--- src/hw/rtl/aoc_pkg.sv ---
// Shared types and constants for the ADC offset calibrator.
// Used by aoc_div and adc_offset_calibrator_core; depends on nothing.
package aoc_pkg;

  // Configuration register width and reset values
  localparam int unsigned CfgW          = 16;
  localparam int unsigned SampleBitsDef = 12;
  localparam logic [CfgW-1:0] WaitMsRst = 16'd300;
  localparam logic [CfgW-1:0] SettleRst = 16'd4000;
  localparam logic [CfgW-1:0] CaliRst   = 16'd4000;

  // Configuration register indexes
  typedef enum logic [1:0] {
    CfgWaitMs = 2'd0,
    CfgSettle = 2'd1,
    CfgCali   = 2'd2
  } cfg_idx_e;

  // Request opcodes
  typedef enum logic {
    OpSample = 1'b0,
    OpTick   = 1'b1
  } op_e;

  // Control sequencer states
  typedef enum logic [3:0] {
    StIdle     = 4'b0001,
    StDivStart = 4'b0010,
    StDiv      = 4'b0100,
    StResult   = 4'b1000
  } state_e;

  // Status of a serial divider
  typedef struct packed {
    logic busy;
    logic done;
  } div_stat_t;

endpackage

--- src/hw/rtl/aoc_div.sv ---
// Bit-serial restoring divider: one quotient bit per cycle.
// Depends on aoc_pkg; instantiated by adc_offset_calibrator_core.
module aoc_div #(
  parameter int unsigned SAMPLE_BITS = aoc_pkg::SampleBitsDef
) (
  input  logic                                  clk_i,
  input  logic                                  rst_ni,
  input  logic                                  start_i,
  input  logic [SAMPLE_BITS+aoc_pkg::CfgW-1:0]  dividend_i,
  input  logic [aoc_pkg::CfgW-1:0]              divisor_i,
  output logic [SAMPLE_BITS-1:0]                quotient_o,
  output aoc_pkg::div_stat_t                    stat_o
);
  import aoc_pkg::*;

  localparam int unsigned SumW = SAMPLE_BITS + CfgW;
  localparam int unsigned CntW = $clog2(SAMPLE_BITS + 1);

  logic [CfgW-1:0]        rem_q, rem_d;
  logic [CfgW-1:0]        dvs_q, dvs_d;
  logic [SAMPLE_BITS-1:0] quo_q, quo_d;
  logic [CntW-1:0]        cnt_q, cnt_d;
  logic                   busy_q, busy_d;
  logic                   done_q, done_d;
  logic [CfgW:0]          trial;
  logic [CfgW:0]          diff;
  logic                   take;

  // Partial remainder with the next dividend bit shifted in
  assign trial = {rem_q, quo_q[SAMPLE_BITS-1]};
  assign diff  = trial - {1'b0, dvs_q};
  assign take  = (trial >= {1'b0, dvs_q});

  always_comb begin
    rem_d  = rem_q;
    dvs_d  = dvs_q;
    quo_d  = quo_q;
    cnt_d  = cnt_q;
    busy_d = busy_q;
    done_d = 1'b0;
    if (start_i) begin
      // The quotient fits SAMPLE_BITS, so the upper dividend part is below the divisor
      rem_d  = dividend_i[SumW-1:SAMPLE_BITS];
      quo_d  = dividend_i[SAMPLE_BITS-1:0];
      dvs_d  = divisor_i;
      cnt_d  = CntW'(SAMPLE_BITS);
      busy_d = 1'b1;
    end else if (busy_q) begin
      rem_d = take ? diff[CfgW-1:0] : trial[CfgW-1:0];
      quo_d = {quo_q[SAMPLE_BITS-2:0], take};
      cnt_d = cnt_q - CntW'(1);
      if (cnt_q == CntW'(1)) begin
        busy_d = 1'b0;
        done_d = 1'b1;
      end
    end
  end

  always_ff @(posedge clk_i or negedge rst_ni) begin
    if (!rst_ni) begin
      cnt_q  <= '0;
      busy_q <= 1'b0;
      done_q <= 1'b0;
    end else begin
      cnt_q  <= cnt_d;
      busy_q <= busy_d;
      done_q <= done_d;
    end
  end

  always_ff @(posedge clk_i) begin
    rem_q <= rem_d;
    dvs_q <= dvs_d;
    quo_q <= quo_d;
  end

  assign quotient_o  = quo_q;
  assign stat_o.busy = busy_q;
  assign stat_o.done = done_q;

endmodule

--- src/hw/rtl/adc_offset_calibrator_core.sv ---
// Top level of the ADC zero-offset calibrator: control, accumulators, outputs.
// Depends on aoc_pkg and instantiates two aoc_div units (phase A and phase B).
//
// Usage:
//   Input channel (in_valid_i/in_ready_o) carries one request per accepted edge:
//   op_i = OpTick counts one millisecond, op_i = OpSample delivers a raw pair
//   raw_a_i/raw_b_i. Every request yields exactly one result on the output
//   channel (out_valid_o/out_ready_i): calibrated flag, both offsets and the
//   signed deltas of the most recent raw pair against the current offsets.
//   Configuration channel (cfg_valid_i/cfg_ready_o) writes the tick wait, the
//   number of discarded pairs and the number of averaged pairs by index; it is
//   always ready. Write it only while idle.
// Sequencing:
//   An ordinary request is accepted, then loaded into the output register.
//   The sample that completes calibration passes StDivStart and StDiv first,
//   where the bit-serial dividers produce one offset bit per cycle.
//   The output register decouples the channels: a new request is accepted while
//   the previous result still waits; a stalled receiver holds the sequencer in
//   its result state until the output register frees up.
// Reset: offsets go to mid-scale, counters and sums clear, registers take their
//   default values; no clearing pass is needed.
module adc_offset_calibrator_core #(
  parameter int unsigned SAMPLE_BITS = aoc_pkg::SampleBitsDef
) (
  input  logic                         clk_i,
  input  logic                         rst_ni,
  // configuration write channel
  input  logic                         cfg_valid_i,
  output logic                         cfg_ready_o,
  input  logic [1:0]                   cfg_index_i,
  input  logic [aoc_pkg::CfgW-1:0]     cfg_data_i,
  // request channel
  input  logic                         in_valid_i,
  output logic                         in_ready_o,
  input  logic                         op_i,
  input  logic [SAMPLE_BITS-1:0]       raw_a_i,
  input  logic [SAMPLE_BITS-1:0]       raw_b_i,
  // result channel
  output logic                         out_valid_o,
  input  logic                         out_ready_i,
  output logic                         calibrated_o,
  output logic [SAMPLE_BITS-1:0]       offset_a_o,
  output logic [SAMPLE_BITS-1:0]       offset_b_o,
  output logic signed [SAMPLE_BITS:0]  delta_a_o,
  output logic signed [SAMPLE_BITS:0]  delta_b_o
);
  import aoc_pkg::*;

  localparam int unsigned SumW = SAMPLE_BITS + CfgW;
  localparam logic [SAMPLE_BITS-1:0] MidCode = {1'b1, {(SAMPLE_BITS-1){1'b0}}};

  // Configuration registers
  logic [CfgW-1:0] wait_ms_q, wait_ms_d;
  logic [CfgW-1:0] settle_cfg_q, settle_cfg_d;
  logic [CfgW-1:0] cali_cfg_q, cali_cfg_d;

  // Calibration state
  state_e                 state_q, state_d;
  logic [CfgW-1:0]        elapsed_q, elapsed_d;
  logic [CfgW-1:0]        settle_cnt_q, settle_cnt_d;
  logic [CfgW-1:0]        sample_cnt_q, sample_cnt_d;
  logic [SumW-1:0]        sum_a_q, sum_a_d;
  logic [SumW-1:0]        sum_b_q, sum_b_d;
  logic [SAMPLE_BITS-1:0] offset_a_q, offset_a_d;
  logic [SAMPLE_BITS-1:0] offset_b_q, offset_b_d;
  logic                   cal_done_q, cal_done_d;
  logic [SAMPLE_BITS-1:0] last_a_q, last_a_d;
  logic [SAMPLE_BITS-1:0] last_b_q, last_b_d;

  // Output register
  logic                   out_valid_q, out_valid_d;
  logic                   out_cal_q;
  logic [SAMPLE_BITS-1:0] out_off_a_q, out_off_b_q;
  logic [SAMPLE_BITS:0]   out_dlt_a_q, out_dlt_b_q;

  logic                   in_fire;
  logic                   out_load;
  logic [CfgW-1:0]        cnt_inc;
  logic                   div_start;
  logic [SAMPLE_BITS-1:0] quo_a, quo_b;
  div_stat_t              div_a_stat, div_b_stat;

  assign cfg_ready_o = 1'b1;
  assign in_ready_o  = (state_q == StIdle);
  assign in_fire     = in_valid_i && in_ready_o;
  assign cnt_inc     = sample_cnt_q + CfgW'(1);
  assign div_start   = (state_q == StDivStart);
  // Load the result once the output register is free or being drained
  assign out_load    = (state_q == StResult) && (!out_valid_q || out_ready_i);

  // Register writes
  always_comb begin
    wait_ms_d    = wait_ms_q;
    settle_cfg_d = settle_cfg_q;
    cali_cfg_d   = cali_cfg_q;
    if (cfg_valid_i && cfg_ready_o) begin
      unique case (cfg_idx_e'(cfg_index_i))
        CfgWaitMs: wait_ms_d    = cfg_data_i;
        CfgSettle: settle_cfg_d = cfg_data_i;
        CfgCali:   cali_cfg_d   = cfg_data_i;
        default:   ; // drop writes beyond the register list
      endcase
    end
  end

  // Request processing and sequencing
  always_comb begin
    state_d      = state_q;
    elapsed_d    = elapsed_q;
    settle_cnt_d = settle_cnt_q;
    sample_cnt_d = sample_cnt_q;
    sum_a_d      = sum_a_q;
    sum_b_d      = sum_b_q;
    offset_a_d   = offset_a_q;
    offset_b_d   = offset_b_q;
    cal_done_d   = cal_done_q;
    last_a_d     = last_a_q;
    last_b_d     = last_b_q;
    unique case (state_q)
      StIdle: begin
        if (in_fire) begin
          state_d = StResult;
          if (op_e'(op_i) == OpTick) begin
            // Saturate at the wait limit
            if (elapsed_q < wait_ms_q) begin
              elapsed_d = elapsed_q + CfgW'(1);
            end
          end else begin
            last_a_d = raw_a_i;
            last_b_d = raw_b_i;
            if (!cal_done_q && (elapsed_q >= wait_ms_q)) begin
              if (settle_cnt_q < settle_cfg_q) begin
                settle_cnt_d = settle_cnt_q + CfgW'(1);
              end else begin
                sum_a_d      = sum_a_q + SumW'(raw_a_i);
                sum_b_d      = sum_b_q + SumW'(raw_b_i);
                sample_cnt_d = cnt_inc;
                if ((cnt_inc >= cali_cfg_q) && (cnt_inc != '0)) begin
                  cal_done_d = 1'b1;
                  state_d    = StDivStart;
                end
              end
            end
          end
        end
      end
      StDivStart: begin
        state_d = StDiv;
      end
      StDiv: begin
        // Both dividers run in lockstep; commit the frozen offsets
        if (div_a_stat.done) begin
          offset_a_d = quo_a;
          offset_b_d = quo_b;
          state_d    = StResult;
        end
      end
      StResult: begin
        if (out_load) begin
          state_d = StIdle;
        end
      end
      default: state_d = StIdle;
    endcase
  end

  always_comb begin
    out_valid_d = out_valid_q;
    if (out_valid_q && out_ready_i) begin
      out_valid_d = 1'b0;
    end
    if (out_load) begin
      out_valid_d = 1'b1;
    end
  end

  always_ff @(posedge clk_i or negedge rst_ni) begin
    if (!rst_ni) begin
      wait_ms_q    <= WaitMsRst;
      settle_cfg_q <= SettleRst;
      cali_cfg_q   <= CaliRst;
      state_q      <= StIdle;
      elapsed_q    <= '0;
      settle_cnt_q <= '0;
      sample_cnt_q <= '0;
      sum_a_q      <= '0;
      sum_b_q      <= '0;
      offset_a_q   <= MidCode;
      offset_b_q   <= MidCode;
      cal_done_q   <= 1'b0;
      last_a_q     <= '0;
      last_b_q     <= '0;
      out_valid_q  <= 1'b0;
    end else begin
      wait_ms_q    <= wait_ms_d;
      settle_cfg_q <= settle_cfg_d;
      cali_cfg_q   <= cali_cfg_d;
      state_q      <= state_d;
      elapsed_q    <= elapsed_d;
      settle_cnt_q <= settle_cnt_d;
      sample_cnt_q <= sample_cnt_d;
      sum_a_q      <= sum_a_d;
      sum_b_q      <= sum_b_d;
      offset_a_q   <= offset_a_d;
      offset_b_q   <= offset_b_d;
      cal_done_q   <= cal_done_d;
      last_a_q     <= last_a_d;
      last_b_q     <= last_b_d;
      out_valid_q  <= out_valid_d;
    end
  end

  // Result payload: hold while stalled, advance on load
  always_ff @(posedge clk_i) begin
    if (out_load) begin
      out_cal_q   <= cal_done_q;
      out_off_a_q <= offset_a_q;
      out_off_b_q <= offset_b_q;
      out_dlt_a_q <= {1'b0, last_a_q} - {1'b0, offset_a_q};
      out_dlt_b_q <= {1'b0, last_b_q} - {1'b0, offset_b_q};
    end
  end

  aoc_div #(
    .SAMPLE_BITS(SAMPLE_BITS)
  ) u_div_a (
    .clk_i     (clk_i),
    .rst_ni    (rst_ni),
    .start_i   (div_start),
    .dividend_i(sum_a_q),
    .divisor_i (sample_cnt_q),
    .quotient_o(quo_a),
    .stat_o    (div_a_stat)
  );

  aoc_div #(
    .SAMPLE_BITS(SAMPLE_BITS)
  ) u_div_b (
    .clk_i     (clk_i),
    .rst_ni    (rst_ni),
    .start_i   (div_start),
    .dividend_i(sum_b_q),
    .divisor_i (sample_cnt_q),
    .quotient_o(quo_b),
    .stat_o    (div_b_stat)
  );

  assign out_valid_o  = out_valid_q;
  assign calibrated_o = out_cal_q;
  assign offset_a_o   = out_off_a_q;
  assign offset_b_o   = out_off_b_q;
  assign delta_a_o    = out_dlt_a_q;
  assign delta_b_o    = out_dlt_b_q;

`ifndef SYNTH
  // Calibration never reverts
  a_cal_sticky: assert property (@(posedge clk_i) disable iff (!rst_ni)
    cal_done_q |=> cal_done_q)
    else $error("calibrated flag dropped");

  // Offsets change only when a division commits
  a_offsets_frozen: assert property (@(posedge clk_i) disable iff (!rst_ni)
    (state_q != StDiv) |=> ($stable(offset_a_q) && $stable(offset_b_q)))
    else $error("offset changed outside division commit");

  // Both dividers stay in lockstep
  a_div_lockstep: assert property (@(posedge clk_i) disable iff (!rst_ni)
    (div_a_stat == div_b_stat))
    else $error("phase dividers out of step");

  // No request is taken while a division is running
  a_no_accept_busy: assert property (@(posedge clk_i) disable iff (!rst_ni)
    (div_a_stat.busy || div_a_stat.done) |-> (!in_ready_o && (state_q == StDiv)))
    else $error("request accepted during division");
`endif

endmodule
--- config.mk ---
export PLATFORM = sky130hd
export DESIGN_NAME = adc_offset_calibrator_core
export DESIGN_NICKNAME = d
export VERILOG_FILES = /design/src/hw/rtl/aoc_pkg.sv /design/src/hw/rtl/aoc_div.sv /design/src/hw/rtl/adc_offset_calibrator_core.sv
export SDC_FILE = /design/constraint.sdc
export NUM_CORES = 1
export LEC_CHECK = 0
export BUFFER_PORTS_ARGS = -buffer_cell sky130_fd_sc_hd__buf_2
export CORE_ASPECT_RATIO = 2
export CORE_MARGIN = 3
export CORE_UTILIZATION = 62
export CTS_CLUSTER_DIAMETER = 80
export DETAILED_ROUTE_END_ITERATION = 10
export PLACE_DENSITY = 0.9
export SYNTH_ARGS = -nofsm -noshare
export SYNTH_HDL_FRONTEND = slang
export SYNTH_SLANG_ARGS = --single-unit
--- constraint.sdc ---
create_clock -name clk_i -period 4.5 [get_ports clk_i]
set_input_delay 0.9 -clock clk_i [delete_from_list [all_inputs] [get_ports clk_i]]
set_output_delay 0.9 -clock clk_i [all_outputs]
set_load 0.02 [all_outputs]
Word-level counts from Yosys, hierarchy flattened
Index checks and enable logic that the tools add are counted.

storage, ports and cells
  input bits = 48
  word-level logic and storage cells = 116
  register bits after elaboration = 340
  output and inout port bits = 54

operators by class
  $add $sub $neg = 11
  reduce and logical (&&, ||, !) cells = 23
  order comparisons = 6
  bitwise operators = 2
  equality and inequality tests = 11
  mux-type cells = 33

operators with widths
  operator               count
  $mux 16                6
  $add 28x12->28         2
  $add 16x1->16 const B  3
  $mux 12                4
  $mux 4                 11
  $ge 17x16->1           2
  $ge 16x16->1           2
  $lt 16x16->1           2
  $sub 16x16->16         2
  $sub 12x12->13         2
  $pmux 4 s4             1
  $reduce_bool 16->1     1
  $eq 4x1->1 const B     3
  $mux 1                 11
  $reduce_and 5->1       2
  $reduce_and 2->1       4
  $sub 4x1->4 const B    2
  $reduce_and 3->1       2
  $reduce_and 6->1       1
  $reduce_bool 2->1      3
  $logic_and 1x1->1      5
  $eq 4x2->1 const B     1
  $eq 4x3->1 const B     1
  $eq 4x4->1 const B     1
  9 further kinds        12

Logic depth before layout (Yosys ltp)
  depth after elaboration = 9
  gate-level depth with buffers = 13
  depth with buffers taken out = 13

By module
Synthesis repeated with hierarchy kept, for this count alone.

second synthesis, totals
  cell total of the unflattened synthesis = 1823
  area, all modules = 19825.3 µm²

by module, submodules not included
  module                      times used  cells an instance  sequential area each (µm²)  area each (µm²)
  adc_offset_calibrator_core  1           1229               6710.2                      13539.2
  aoc_div                     2           297                1471.4                      3143.0

Worst setup path before layout
No wires, ideal clock.

  kind = in2reg
  start = input out_ready_i
  end = register out_cal_q, in the netlist calibrated_o, enable pin
  stages on the path = 2
  setup time = 460 ps
  data arrival time = 3102 ps
  buffers on the path = 0
  required time = 4040 ps
  path slack = 938 ps
  cell sequence = nor2b_1 nor2_1

between the ends
  longest elaborated chain between the ends = 2

ends and longest elaborated chain
  element               line                               RTL
  start, declared       adc_offset_calibrator_core.sv:40   input logic out_ready_i,
  $logic_or 1x1->1      adc_offset_calibrator_core.sv:89   assign out_load = (state_q == StResult) && (!out_valid_q || out_ready_i);
  $logic_and 1x1->1     adc_offset_calibrator_core.sv:89
  via out_load          adc_offset_calibrator_core.sv:77   logic out_load;
  end signal, assigned  adc_offset_calibrator_core.sv:216  out_cal_q <= cal_done_q;
  end, declared         adc_offset_calibrator_core.sv:72   logic out_cal_q;

The timed path passes the listed nets, and every way through them passes these cells.
A chain may end at the register's enable or synchronous reset.

Worst setup path after layout
  start = register sample_cnt_q[2]
  end = register cal_done_q

between the ends
  longest elaborated chain between the ends = 4
  elaborated cells between the ends (all ways) = 5
  classes of those cells = add/sub (1); order compare (1); reduce/logical (3)

ends and longest elaborated chain
  element                                             line                               RTL
  start, declared                                     adc_offset_calibrator_core.sv:61   logic [CfgW-1:0] sample_cnt_q, sample_cnt_d;
  start signal, assigned                              adc_offset_calibrator_core.sv:201  sample_cnt_q <= sample_cnt_d;
  $add 16x1->16 (*)                                   adc_offset_calibrator_core.sv:86   assign cnt_inc = sample_cnt_q + CfgW'(1);
  via cnt_inc[13]                                     adc_offset_calibrator_core.sv:78   logic [CfgW-1:0] cnt_inc;
  $ge 16x16->1 or $reduce_bool 16->1 (tied branches)  adc_offset_calibrator_core.sv:138  if ((cnt_inc >= cali_cfg_q) && (cnt_inc != '0)) begin
  $logic_and 1x1->1 (*)                               adc_offset_calibrator_core.sv:138
  $reduce_and 6->1 (no source line) (*)               n/a
  end signal, assigned                                adc_offset_calibrator_core.sv:206  cal_done_q <= cal_done_d;
  end, declared                                       adc_offset_calibrator_core.sv:66   logic cal_done_q, cal_done_d;

Mark *: on every way through the listed nets, which the timed path passes. The rest lies on a longest branch.

==> run metrics <==
post-synthesis mux area share about 6.5%; Max-slew headroom 35.29%; Pwr Total 0.007193 W; First-pass DRT Iterations 9; Seq cells post-synth 340; Syn Inst Count 1742; post-place setup slack 938.8 ps; Synth Area in XOR/XNOR 7.146%; WP buf/inv 0; Std-Cell Rows 89; synth unique cells 87; DR vias 13630; Synth Area in Simple Gates roughly 14%; Synth Area in Adders 9.528%; first-pass GRT wire length 68880 microns; Mapped Avg Cell Area between 10 and 15 sq um; CTS H-tree lvls 1; WS Path Type register to register; Overflow after GRT 0; Synth Area in Compound Gates around a tenth; Leakage 9.378 nW; Final Hold Fails 0; post-CTS resize count 0; worst-path maximum fanout 9; max-cap viol count 0; Yosys warning total 0; layout cells sized above 1 approximately 17%; skew final 15.68 ps; Post-CTS Hold Fix Bufs 0; Yosys top cell by area dfrtp_1; Reg area 0.009148 sq mm; drt drc 0; Post-synth EDFFs roughly 120; gr usage total 26.10%; number of vias per cell 6.155; register area share after synthesis 48.51%; DR iter-0 viols 890; crit share post-route 81.27%; post-route ant nets 0; leading cell type in the layout, fill and taps excluded nand2_1; CP arrival 4100 ps; P per Cell Area 349.2 mW/mm^2; ant diodes 0; worst slew pin tran 961.8 ps; Worst setup EP type register; Die Area 0.03267 sq mm; FILL cells 2041; IO Pins 102; combinational family with the most area after synthesis simple AND/OR/NAND/NOR gates; placed wire-length estimate 30770 microns; Synthesized Nets a little under 2000; die height 252.6 microns; clk root buf clkbuf_16; Final TNS setup 0 ps; Max clock buf depth 3; CTS Sinks 340; Multi-input gate area 0.008942 sq mm; Mapped Area 0.01886 sq mm; Worst EP required 4940 ps; vias in the first global route 14390; peak supply drop about 0.00039 V; final WL 42450 microns; Worst-Skew Late Latency 570 ps; commonest non-fill, non-tap cells in the layout nand2_1 (209), dfrtp_1 (198), ha_1 (134); synthesis-to-layout area growth 9.229%; Yosys top cell area share a little over a quarter; Avg WL per Cell 19.17 microns; PortBufs 100; top_reg_cell synth dfrtp_1; worst min path class input pin to async pin; CP max stage cell nor4_1; Crit path largest cell delay ~880 ps; # setup viols final 0; Hold Slack 323.9 ps; Initial Util 63.43%; fmax 0.2734 GHz; GP Congestion 0.9332; CTS tree built; initial antenna violation count 0; startpoint types register; top post-synthesis cells by area dfrtp_1 (26%), edfxtp_1 (20%), ha_1 (8.9%); Num CTS Buffers 29; core area 0.02973 sq mm; unrepaired setup endpoints after global routing no; nets@finish 2016; die width 129.3 microns; Clock transition at path regs 70 ps; worst setup margin ~840 ps; max-slew violations 0; Post-CTS Setup Bufs 0; largest net degree at the start of global routing 100; FFs w/ async S/R, synth around 64%; outcome complete, no violations; CP Cell Sequence nand3_2, nor4_1, nand3_1, xnor2_1, ha_1, a21oi_1, nor2b_1, o21ai_0, o2111ai_1, a31oi_1, nor3_1, or2_1; crit path time final 3657 ps; crit-path leading delay family simple AND/OR/NAND/NOR gates
==> layout make-up <==
| cell class | count | area share [%] |
|---|---|---|
| sequential | 340 | 44.41 |
| multi-input combinational | 1217 | 43.41 |
| clock buffer | 39 | 3.906 |
| timing repair buffer | 111 | 3.001 |
| inverter | 129 | 2.351 |
| tap | 364 | 2.211 |
| clock inverter | 14 | 0.7107 |
==> logic make-up after synthesis <==
group           Yosys count
simple gates            522
flops                   340
compound gates          290
buf+inv                 185
xor+xnor                153
fa+ha+maj               140
mux                     111
other cells               1
==> registers in the layout (all words and copies together) (netlist names), 13 cells and up <==
signal and count:
sum_a_q 28, sum_b_q 28, cali_cfg_q 16, elapsed_q 16
sample_cnt_q 16, settle_cfg_q 16, settle_cnt_q 16, u_div_a.dvs_q 16
u_div_a.rem_q 16, u_div_b.rem_q 16, wait_ms_q 16, delta_a_o 13
delta_b_o 13
==> Yosys cell counts (all sizes together), types with 5 or more instances <==
cell and instances:
a31oi 10, fa 6, nand3b 6, nor3 44, and3 9, nor2b 24
o21ai 108, inv 129, o211ai 5, dfstp 19, nand4 29, nor2 95
o31ai 6, a311oi 6, dfrtp 198, and2 9, xor2 76, nand2b 13
edfxtp 123, mux2 91, nand3 27, nand2 209, ha 134, nor4b 7
buf 25, a21o 22, a21boi 5, and4 6, mux2i 20, a21oi 58
nor4 14, clkbuf 31, or2 13, xnor2 77, o21a 17, o31a 6
or3 5
==> path summary, 6_finish.rpt <==
kind | cells after the start | slack (ps) | end | startpoint
max reg2reg | 12 | 840 | cal_done_q$_DFFE_PN0P_ | sample_cnt_q[2]$_DFFE_PN0P_
max in group asynchronous | 2 | 3110 | wait_ms_q[5]$_DFFE_PN1P_ | rst_ni
min in group clk_i | 1 | 470 | sum_b_q[27]$_DFFE_PN0P_ | sum_b_q[27]$_DFFE_PN0P_
min | 1 | 320 | settle_cnt_q[0]$_DFFE_PN0P_ | rst_ni
max | 12 | 840 | cal_done_q$_DFFE_PN0P_ | sample_cnt_q[2]$_DFFE_PN0P_
min reg2reg | 1 | 470 | sum_b_q[27]$_DFFE_PN0P_ | sum_b_q[27]$_DFFE_PN0P_
==> power by group <==
| part | leakage, nW | internal, W | switching, W |
|---|---|---|---|
| clock | 0.472 | 0.00143 | 0.00113 |
| sequential | 3.99 | 0.00345 | 0.000124 |
| combinational | 4.92 | 0.000463 | 0.000601 |
| total | 9.38 | 0.00534 | 0.00185 |
==> per-stage QoR <==
step | cells | cell area, sq um | util (%)
final | 2214 | 20600 | 69.28
after floorplan | 1742 | 18860 | -
after CTS | 2214 | 20600 | 69.28
after global routing | 2214 | 20600 | 69.28
after global placement | 2161 | 19650 | 66.08
after detailed placement | 2161 | 19650 | 66.08
==> layer usage <==
metal,global-route usage (%),wire length [microns],up-vias
met3,2.623,1690,174
met4,15.14,2568,0
met5,0,0,-
met2,50.27,23730,483
met1,26.33,14470,6673
li1,-,-,6298
No activity file was read; power rests on OpenSTA's default activity.
